### src/rtl/mbg_fifo.sv
// Two-entry queue between the power builder and the basis pipeline.
module mbg_fifo #(
  parameter int Width = 8
) (
  input  logic             clk_i,
  input  logic             rst_ni,
  input  logic             push_valid_i,
  output logic             push_ready_o,
  input  logic [Width-1:0] push_data_i,
  output logic             head_valid_o,
  output logic [Width-1:0] head_data_o,
  input  logic             pop_i
);

  logic [Width-1:0] mem_q [2];
  logic             wr_q, wr_d;
  logic             rd_q, rd_d;
  logic [1:0]       cnt_q, cnt_d;
  logic             push, pop;

  // Occupancy and pointers
  always_comb begin
    push_ready_o = (cnt_q != 2'd2);
    head_valid_o = (cnt_q != 2'd0);
    head_data_o  = mem_q[rd_q];
    push         = push_valid_i & push_ready_o;
    pop          = pop_i & head_valid_o;
    wr_d         = push ? ~wr_q : wr_q;
    rd_d         = pop ? ~rd_q : rd_q;
    cnt_d        = cnt_q + {1'b0, push} - {1'b0, pop};
  end

  always_ff @(posedge clk_i or negedge rst_ni) begin
    if (!rst_ni) begin
      wr_q  <= 1'b0;
      rd_q  <= 1'b0;
      cnt_q <= 2'd0;
    end else begin
      wr_q  <= wr_d;
      rd_q  <= rd_d;
      cnt_q <= cnt_d;
    end
  end

  // Entry storage
  always_ff @(posedge clk_i) begin
    if (push) begin
      mem_q[wr_q] <= push_data_i;
    end
  end

endmodule

### config.mk
export PLATFORM = sky130hd
export DESIGN_NAME = mbg_fifo
export DESIGN_NICKNAME = d
export VERILOG_FILES = /design/src/rtl/mbg_fifo.sv
export SDC_FILE = /design/constraint.sdc
export NUM_CORES = 1
export LEC_CHECK = 0
export BUFFER_PORTS_ARGS = -buffer_cell sky130_fd_sc_hd__buf_2
export CAP_MARGIN = 20
export CORE_UTILIZATION = 48
export CTS_BUF_LIST = sky130_fd_sc_hd__clkbuf_16
export DETAILED_ROUTE_END_ITERATION = 16
export PLACE_DENSITY = 0.76
export SETUP_SLACK_MARGIN = 0.15
export SLEW_MARGIN = 0
export SYNTH_ARGS = -nofsm -noshare
export SYNTH_HDL_FRONTEND = slang
export SYNTH_SLANG_ARGS = --single-unit
### constraint.sdc
create_clock -name clk_i -period 1.9 [get_ports clk_i]
set_clock_uncertainty 0.05 [all_clocks]
set_input_delay 0.095 -clock clk_i [delete_from_list [all_inputs] [get_ports clk_i]]
set_output_delay 0.095 -clock clk_i [all_outputs]
set_load 0.01 [all_outputs]
* Yosys cells after proc, flatten, opt, wreduce, memory -nomap -nowiden *
Memories as Yosys holds them, arrays and structs flattened.
Index checks and enable logic that the tools add are counted.

word-level totals
  bits in registers = 4
  memories = 1
  bits in writable memories = 16

memory list
  name   words  width  read ports  clocked after memory_dff  wr ports  RTL line  text
  mem_q  2      8      1           0                         1         15        logic [Width-1:0] mem_q [2];

operators by class
  add/subtract/negate cells = 2
  eq/ne operators = 1
  muxes and demuxes = 2
  bitwise gates (word level) = 4
  reduce and logical (&&, ||, !) cells = 1

operators by type and width
  operator                                      count
  adder 2 x 1 -> 2 bit                          1
  AND 1 bit                                     2
  two-way mux 1 bit                             2
  inequality test 2 bit, second input constant  1
  NOT 1 bit                                     2
  nonzero test 2 bit                            1
  subtractor 2 x 1 -> 2 bit                     1

* Logic depth before layout (Yosys ltp) *
Gate-level depths: netlist of run 1.

  depth after elaboration = 4
  gate-level depth with buffers = 7
  depth with buffers taken out = 7

* Worst setup path before layout of run 1 *
OpenSTA, ideal clock, no wires.

  kind = reg2reg
  start point = reg cnt_q[1]
  end point = reg cnt_q[1]
  clock period less this slack = 1.709 ns
  setup time = 0.123 ns
  path buffers = 0
  data required time = 1.727 ns
  cell stages (with the launch flop) = 8
  path slack = 0.191 ns
  arrival = 1.537 ns
  path through = dfrtp_1 or2_1 and2_4 ha_1 inv_1 ha_1 xnor2_1 xnor2_1

RTL lines
  item                       RTL line  text
  start: declaration         18        logic [1:0] cnt_q, cnt_d;
  start signal: assignment   41        cnt_q <= cnt_d;
  nonzero test 2 bit         24        head_valid_o = (cnt_q != 2'd0);
  net head_valid_o           10        output logic head_valid_o,
  AND 1 bit                  27        pop = pop_i & head_valid_o;
  net pop                    19        logic push, pop;
  subtractor 2 x 1 -> 2 bit  30        cnt_d = cnt_q + {1'b0, push} - {1'b0, pop};
  net cnt_d[1]               18

The timed path passes the listed nets, and every way through them passes these cells.
A chain may end at the register's enable or synchronous reset.

* Final worst setup path of run 1 *
  start point = reg cnt_q[0]
  end point = reg cnt_q[1]

RTL lines
  item                       RTL line
  nonzero test 2 bit         24
  AND 1 bit                  27
  net pop                    19
  subtractor 2 x 1 -> 2 bit  30
  net cnt_d[1]               18

The timed path passes the listed nets, and every way through them passes these cells.

==> results of run 1 <==
timing repair:
action                                  4_1_cts  5_1_grt
endpoints found under the setup margin        0        1
hold endpoints to repair                     15        1
hold buffers                                  7        1
gates resized for setup                       0        3
setup buffers                                 0        3
synth_stat cells:
cell type  instances
inv_1              1
ha_1               2
or2_1              1
nand2_1            1
and2_4             1
edfxtp_1          16
xnor2_1            3
nor2_1             1
nand2b_1           1
dfrtp_1            4
and3_1             1
buf_2              1
mux2_1             8
xor2_1             1
layout by cell type (no fill, tap or decap):
cell type | Yosys | routed
nand2b_1 | 1 | 1
dlygate4sd3_1 | 0 | 8
ha_2 | 0 | 1
edfxtp_1 | 16 | 16
buf_2 | 1 | 21
and2_4 | 1 | 1
clkbuf_16 | 0 | 3
inv_1 | 1 | 2
dfrtp_1 | 4 | 4
and3_1 | 1 | 1
ha_4 | 0 | 1
xnor2_2 | 0 | 1
nor2_1 | 1 | 1
buf_4 | 0 | 4
xnor2_1 | 3 | 2
mux2_1 | 8 | 8
xor2_1 | 1 | 1
nand2_1 | 1 | 1
or2_1 | 1 | 1
per-layer routing:
layer / vias up / routed length [µm] / share of wire (%)
met3: 0 / 55 / 4.5
met4: 0 / 0 / 0
met2: 13 / 646 / 53
li1: 225 / - / -
met5: - / 0 / 0
met1: 201 / 507 / 42
through the flow:
| stage | worst slack (ns) | instance area, µm² |
|---|---|---|
| detailed placement | 0.185 | 902 |
| CTS | 0.175 | 1050 |
| finish | 0.237 | 1110 |
| global placement | 0.220 | 902 |
| global route | 0.154 | 1110 |
| floorplan | 0.191 | 774 |
logic make-up after synthesis:
group / count (synthesis)
adders and majority gates: 2
xor gates and xnor gates: 4
muxes: 8
DFF: 20
buffers and inverters: 2
and+or+nand+nor: 6
cell type report:
class | count | area (µm²)
Clock buffer | 3 | 75.1
Clock inverter | 1 | 3.75
Fill cell | 103 | 400
Inverter | 1 | 3.75
Multi-Input combinational cell | 20 | 208
Sequential cell | 20 | 581
Tap cell | 16 | 20.0
Timing Repair Buffer | 33 | 215
registers in the layout, indices dropped and copies added, names as in the netlist:
register  flops
cnt_q         2
mem_q        16
rd_q          1
wr_q          1
worst paths after layout:
kind	start	to	slack, ns	cells after the start
setup / recovery	cnt_q[0]	cnt_q[1]	0.24	7
min in group asynchronous	rst_ni	wr_q	0.14	2
max in group asynchronous	rst_ni	rd_q	1.54	2
hold / removal	push_data_i[1]	mem_q[1][1]	0.0008	1
hold reg to reg	wr_q	wr_q	0.45	1
setup reg to reg	cnt_q[0]	cnt_q[1]	0.24	7
power by group through the flow:
stage,sequential [µW],combinational [µW],clock [µW]
floorplan,653,335,0
global placement,699,436,0
detailed placement,704,448,0
CTS,698,460,417
global route,709,600,436
finish,693,542,414
==> Implementation_results.wiki, run 1 <==
{| class="wikitable"
! Metric !! Value
|-
| Status || completed
|-
| Min-delay worst type || input port to flip-flop
|-
| Fin Setup TNS || 0 ns
|-
| Remaining Overflow, GRT || 0
|-
| Worst setup path class || flip-flop to flip-flop
|-
| Worst Path Required || 1.98 ns
|-
| Core Region || 1510 µm²
|-
| Total Wirelength || 1210 µm
|-
| Clock network latency to the later pin of the worst-skew pair || 0.24 ns
|-
| CP Cell Sequence || or2_1 > and2_4 > ha_4 > inv_1 > ha_2 > xnor2_2 > xnor2_1
|-
| Slew at the pin closest to its max-slew limit || 0.404 ns
|-
| Die Area || 1780 µm²
|-
| Final standard cell utilization of the core || 73.4%
|-
| Maximum number of pins on one net before global-route repair || 12
|-
| Adder-cell share of the synthesized area || 3.23%
|-
| Met2 demand-to-capacity share in global routing || 25.5%
|-
| Vias || 439
|-
| Total power density per cell area || 1490 nW/µm²
|-
| Syn Inst Count || 42
|-
| CTS Sinks || 20
|-
| Main combinational cell family by area after synthesis || multiplexers
|-
| Port Buffers || 21
|-
| Gate family responsible for the most delay along the worst path || adder cells
|-
| Layout cells sized above 1 || 41.0%
|-
| Detailed-route DRC error count || 0
|-
| Vias in the first global route || 425
|-
| Switching power of the nets || 457 µW
|-
| Synth warnings || 0
|-
| Row count || 14
|-
| Worst IR Drop VDD || 897 µV
|-
| Clock root buffer master || clkbuf_16
|-
| Worst-path clk slew || 0.05 ns
|-
| Initial antenna violation count || 0
|-
| Synthesized area per cell || 18.4 µm²
|-
| Worst slew margin relative to its limit || 73.0%
|-
| Die width || 42.2 µm
|-
| Number of nets in the synthesized netlist || 56
|-
| Area growth from synthesis to layout || 42.8%
|-
| Proportion of power drawn by the clock network || 25.1%
|-
| Mapped cell area || 774 µm²
|-
| Number of synthesized register bits || 20
|-
| Clock buffers created by TritonCTS || 3
|-
| Switching fraction of total power || 27.7%
|-
| Share of the synthesized netlist area taken by xor and xnor gates || 4.52%
|-
| Sequential share of the synthesized area || 75.0%
|-
| First-iteration detailed-routing DRC count || 5
|-
| Maximum number of buffers from clock root to sink || 2
|-
| Buffering stage count on the worst path with inverters included || 1
|-
| First-pass GRT wire length || 1830 µm
|-
| Synth Area in Compound Gates || 0%
|-
| Worst setup EP type || flip-flop
|-
| Maximum level of the CTS H-tree || 1
|-
| Unrepaired setup endpoints after global routing || no
|-
| Clock period minus final worst setup slack || 1.66 ns
|-
| Area share of the largest cell type after synthesis || 62.0%
|-
| Worst hold slack across all endpoints || 0.000836 ns
|-
| Seq pwr share || 42.0%
|-
| Overall die height || 42.2 µm
|-
| Power share of the combinational group || 32.8%
|-
| Total setup violations reported at the end of the flow || 0
|-
| Met1 Resource Use GR || 17.1%
|-
| Static leakage power || 0.000458 µW
|-
| Placer congestion estimate || 0.614
|-
| Initial Util || 51.4%
|-
| Top cell type by total area after synthesis || edfxtp_1
|-
| Worst EP arrival || 1.74 ns
|-
| Detail Placement HPWL || 818 µm
|-
| Initial DRT Pass Iterations || 4
|-
| CTS tree || yes
|-
| Routing usage on met3 || 3.88%
|-
| Top cells by area, synth || edfxtp_1, dfrtp_1, mux2_1
|-
| Total design power || 1650 µW
|-
| Number of nets with antenna violations after detailed routing || 0
|-
| Busiest layer in global routing || met2
|-
| Number of vias per cell || 4.67
|-
| Startpoint types || flip-flop
|-
| Total global-route track usage || 14.6%
|-
| Final clock period utilization by the worst path || 87.5%
|-
| Design internal power || 1190 µW
|-
| Cell type of the slowest stage on the worst timing path || dfrtp_1
|-
| N_diodes || 0
|-
| Maximum Capacitance Violations || 0
|-
| Number of distinct library cell variants in the gate-level netlist after synthesis || 14
|-
| Number of placed I/O pins || 22
|-
| Worst-path maximum fanout || 3
|-
| Simple logic cell fraction of the synthesized area || 4.52%
|-
| Count of endpoints failing hold in the final timing report || 0
|-
| Maximum cell stage delay along the critical path || 0.38 ns
|-
| Average wire per standard cell || 12.9 µm
|-
| Final number of max-transition violations || 0
|-
| Highest clock rate || 601 MHz
|-
| Placed cell count || 79
|-
| Number of standard cells in the layout, taps in and fillers out || 94
|-
| Mux share of post-synthesis cell area || 11.6%
|-
| Count of nets after finishing || 93
|}
Power figures use the tool's default switching activity.
==> inputs of run 2 (changes only) <==
--- a/config.mk
+++ b/config.mk
@@ -7,6 +7,7 @@
 export LEC_CHECK = 0
 export BUFFER_PORTS_ARGS = -buffer_cell sky130_fd_sc_hd__buf_2
 export CAP_MARGIN = 20
+export CORE_ASPECT_RATIO = 0.9
 export CORE_UTILIZATION = 48
 export CTS_BUF_LIST = sky130_fd_sc_hd__clkbuf_16
 export DETAILED_ROUTE_END_ITERATION = 16
==> run 2 against run 1 <==
Against the previous run:
- fmax shrank 1.8%
- die area is essentially flat
- sequential power grew 1%
- register-to-register slack lost 0.03 ns
- first-iteration DRC count shrank 60%
- count of clock-buffer cells in the layout is the same
- flip-flop and latch count is the same
- critical endpoint unchanged
- critical path depth is the same
- global-route usage grew 0.59 points
- largest cell class unchanged
==> Implementation_results.wiki, run 2 (synthesis results as in run 1) <==
{| class="wikitable"
! Metric !! Value
|-
| Status || completed
|-
| Startpoint types || flip-flop
|-
| Fin Setup TNS || 0 ns (unchanged)
|-
| Final number of max-transition violations || 0 (unchanged)
|-
| Core Region || 1480 µm² (-1.7%)
|-
| Layout cells sized above 1 || 39.7% (-1.3 points)
|-
| Detail Placement HPWL || 760 µm (-7.0%)
|-
| Total power density per cell area || 1460 nW/µm² (-2.2%)
|-
| Final clock period utilization by the worst path || 89.2% (+1.6 points)
|-
| Overall die height || 40.1 µm (-4.9%)
|-
| Total design power || 1630 µW (-1.3%)
|-
| Launch point of the worst reg-to-reg path || cnt_q[1]
|-
| Switching fraction of total power || 27.9% (+0.20 points)
|-
| Length in cells of the worst reg-to-reg path || 7 (unchanged)
|-
| Sum of met3 wire segment lengths after detailed routing || 42 µm (-24%)
|-
| Total Wirelength || 1230 µm (+2.0%)
|-
| First-pass GRT wire length || 1710 µm (-6.4%)
|-
| Highest clock rate || 590 MHz (-1.8%)
|-
| Placed cell count || 85 (+7.6%)
|-
| Total global-route track usage || 15.2% (+0.59 points)
|-
| Maximum level of the CTS H-tree || 1 (unchanged)
|-
| Row count || 13 (-1)
|-
| Worst reg-to-reg setup slack || 0.21 ns (-0.03 ns)
|-
| Seq pwr share || 43.1% (+1.1 points)
|-
| Detailed-route DRC error count || 0 (unchanged)
|-
| CP Cell Sequence || or2_1 > and2_4 > ha_4 > inv_1 > ha_2 > xnor2_2 > xnor2_1
|-
| Maximum Capacitance Violations || 0 (unchanged)
|-
| Top layer in use || met3
|-
| Number of standard cells in the layout, taps in and fillers out || 100 (+6.4%)
|-
| Placer congestion estimate || 0.640 (+4.4%)
|-
| Worst EP arrival || 1.77 ns (+0.03 ns)
|-
| Worst slew margin relative to its limit || 72.7% (-0.39 points)
|-
| Gate family responsible for the most delay along the worst path || flip-flops
|-
| Worst-path maximum fanout || 3 (unchanged)
|-
| Count of endpoints failing hold in the final timing report || 0 (unchanged)
|-
| Clock period minus final worst setup slack || 1.69 ns (+0.0309 ns)
|-
| Maximum number of pins on one net before global-route repair || 12 (unchanged)
|-
| First-iteration detailed-routing DRC count || 2 (-3)
|-
| Routed wl met2 || 642 µm (-0.62%)
|-
| Buffering stage count on the worst path with inverters included || 1 (unchanged)
|-
| Wire length on met1 || 549 µm (+8.3%)
|-
| CTS tree || yes
|-
| Most frequent standard cell in the layout excluding fill and tap cells || buf_2
|-
| Number of vias per cell || 4.50 (-3.6%)
|-
| Reg2reg end || cnt_q[1]
|-
| Switching power of the nets || 454 µW (-0.57%)
|-
| Worst IR Drop VDD || 1530 µV (+71%)
|-
| Top library cells by usage in the layout, fill and taps aside || buf_2, edfxtp_1, dlygate4sd3_1
|-
| Initial Util || 52.3% (+0.91 points)
|-
| Min-delay worst type || input port to async pin
|-
| Flip-flop count of the largest register, all copies and words added || 16 (unchanged)
|-
| Area growth from synthesis to layout || 44.1%
|-
| N_diodes || 0 (unchanged)
|-
| Worst setup path class || flip-flop to flip-flop
|-
| Count of nets after finishing || 93 (unchanged)
|-
| Vias in the first global route || 388 (-8.7%)
|-
| Remaining Overflow, GRT || 0 (unchanged)
|-
| Average wire per standard cell || 12.3 µm (-4.1%)
|-
| Proportion of power drawn by the clock network || 25.3% (+0.2 points)
|-
| Cell type of the slowest stage on the worst timing path || dfrtp_1
|-
| Worst Path Required || 1.98 ns (about the same)
|-
| Number of nets with antenna violations after detailed routing || 0 (unchanged)
|-
| Die Area || 1780 µm² (about the same)
|-
| Vias || 450 (+2.5%)
|-
| Number of placed I/O pins || 22 (unchanged)
|-
| Total setup violations reported at the end of the flow || 0 (unchanged)
|-
| Initial antenna violation count || 0 (unchanged)
|-
| Unrepaired setup endpoints after global routing || no
|-
| Most flop-heavy register || mem_q
|-
| Clock root buffer master || clkbuf_16
|-
| CTS Sinks || 20 (unchanged)
|-
| Worst hold slack across all endpoints || 0.146 ns (+0.146 ns)
|-
| Maximum number of buffers from clock root to sink || 2 (unchanged)
|-
| Power share of the combinational group || 31.5% (-1.3 points)
|-
| Port Buffers || 21 (unchanged)
|-
| Clock network latency to the later pin of the worst-skew pair || 0.24 ns (about the same)
|-
| Slew at the pin closest to its max-slew limit || 0.410 ns (+0.00586 ns)
|-
| Clock buffers created by TritonCTS || 3 (unchanged)
|-
| Worst-path clk slew || 0.05 ns (about the same)
|-
| Largest regs || mem_q: 16 flops, cnt_q: 2 flops
|-
| Initial DRT Pass Iterations || 2 (-2)
|-
| Maximum cell stage delay along the critical path || 0.42 ns (+0.04 ns)
|-
| Design internal power || 1170 µW (-1.6%)
|-
| Static leakage power || 0.000453 µW (-0.99%)
|-
| Count of filler cells inserted in the layout || 97 (-5.8%)
|-
| Worst setup EP type || flip-flop
|-
| Die width || 44.3 µm (+5.1%)
|}
[run 2: cell types whose count changed in the layout (fill, tap and decap cells not counted)]
cell	before	now
buf_4	4	3
clkinv_1	0	1
inv_1	2	1
dlygate4sd3_1	8	9
[run 2: routing by layer]
metal | vias up | track usage (%)
met5 | - | 0
met4 | 0 | 4.55
met3 | 0 | 5.41
met2 | 13 | 27.2
met1 | 210 | 17.5
li1 | 227 | -
[run 2: worst max path at each step]
stage | from | end | slack (ns) | cells after the start
2_1_floorplan | cnt_q[1] | cnt_q[1] | 0.19 | 7
4_1_cts | cnt_q[1] | cnt_q[1] | 0.18 | 7
3_5_place_dp | cnt_q[1] | cnt_q[1] | 0.19 | 7
6_report | cnt_q[1] | cnt_q[1] | 0.21 | 7
5_1_grt | cnt_q[1] | cnt_q[1] | 0.14 | 7
3_3_place_gp | cnt_q[1] | cnt_q[1] | 0.21 | 7
[run 2: timing repair]
action / CTS / global route
hold buffers: 8 / 1
setup endpoints to repair: 0 / 1
endpoints found under the hold margin: 18 / 2
gates resized for setup: 0 / 3
setup buffers: 0 / 2
[run 2: final cells by class]
type / count / area [µm²] / share of cell area [%]
clock inverters: 1 / 3.75 / 0.336
clock buffers: 3 / 75.1 / 6.73
repair buffers: 33 / 218 / 19.5
well taps: 22 / 27.5 / 2.47
multi-input cells: 20 / 208 / 18.6
inverters: 1 / 3.75 / 0.336
flip-flops and latches: 20 / 581 / 52.0
[run 2: through the flow]
stage               area (µm²)  util [%]  setup slack (ns)
floorplan                  774         -             0.191
CTS                       1070      72.2             0.179
global placement           910      61.5             0.212
finish                    1120      75.4             0.206
global route              1120      75.4             0.140
detailed placement         910      61.5             0.189
[run 2: worst register-to-register path: cells and delay by family (launching register included)]
kind	cells	cell delay, ns
fa+ha+maj	2	0.41
flops	1	0.42
xor+xnor	2	0.25
buf+inv	1	0.03
simple gates	2	0.41
[run 2: power groups by stage]
stage,combinational [µW],sequential (µW),clock [µW]
global route,572,716,444
floorplan,335,653,0
global placement,439,695,0
detailed placement,449,702,0
CTS,461,695,419
finish,513,702,412
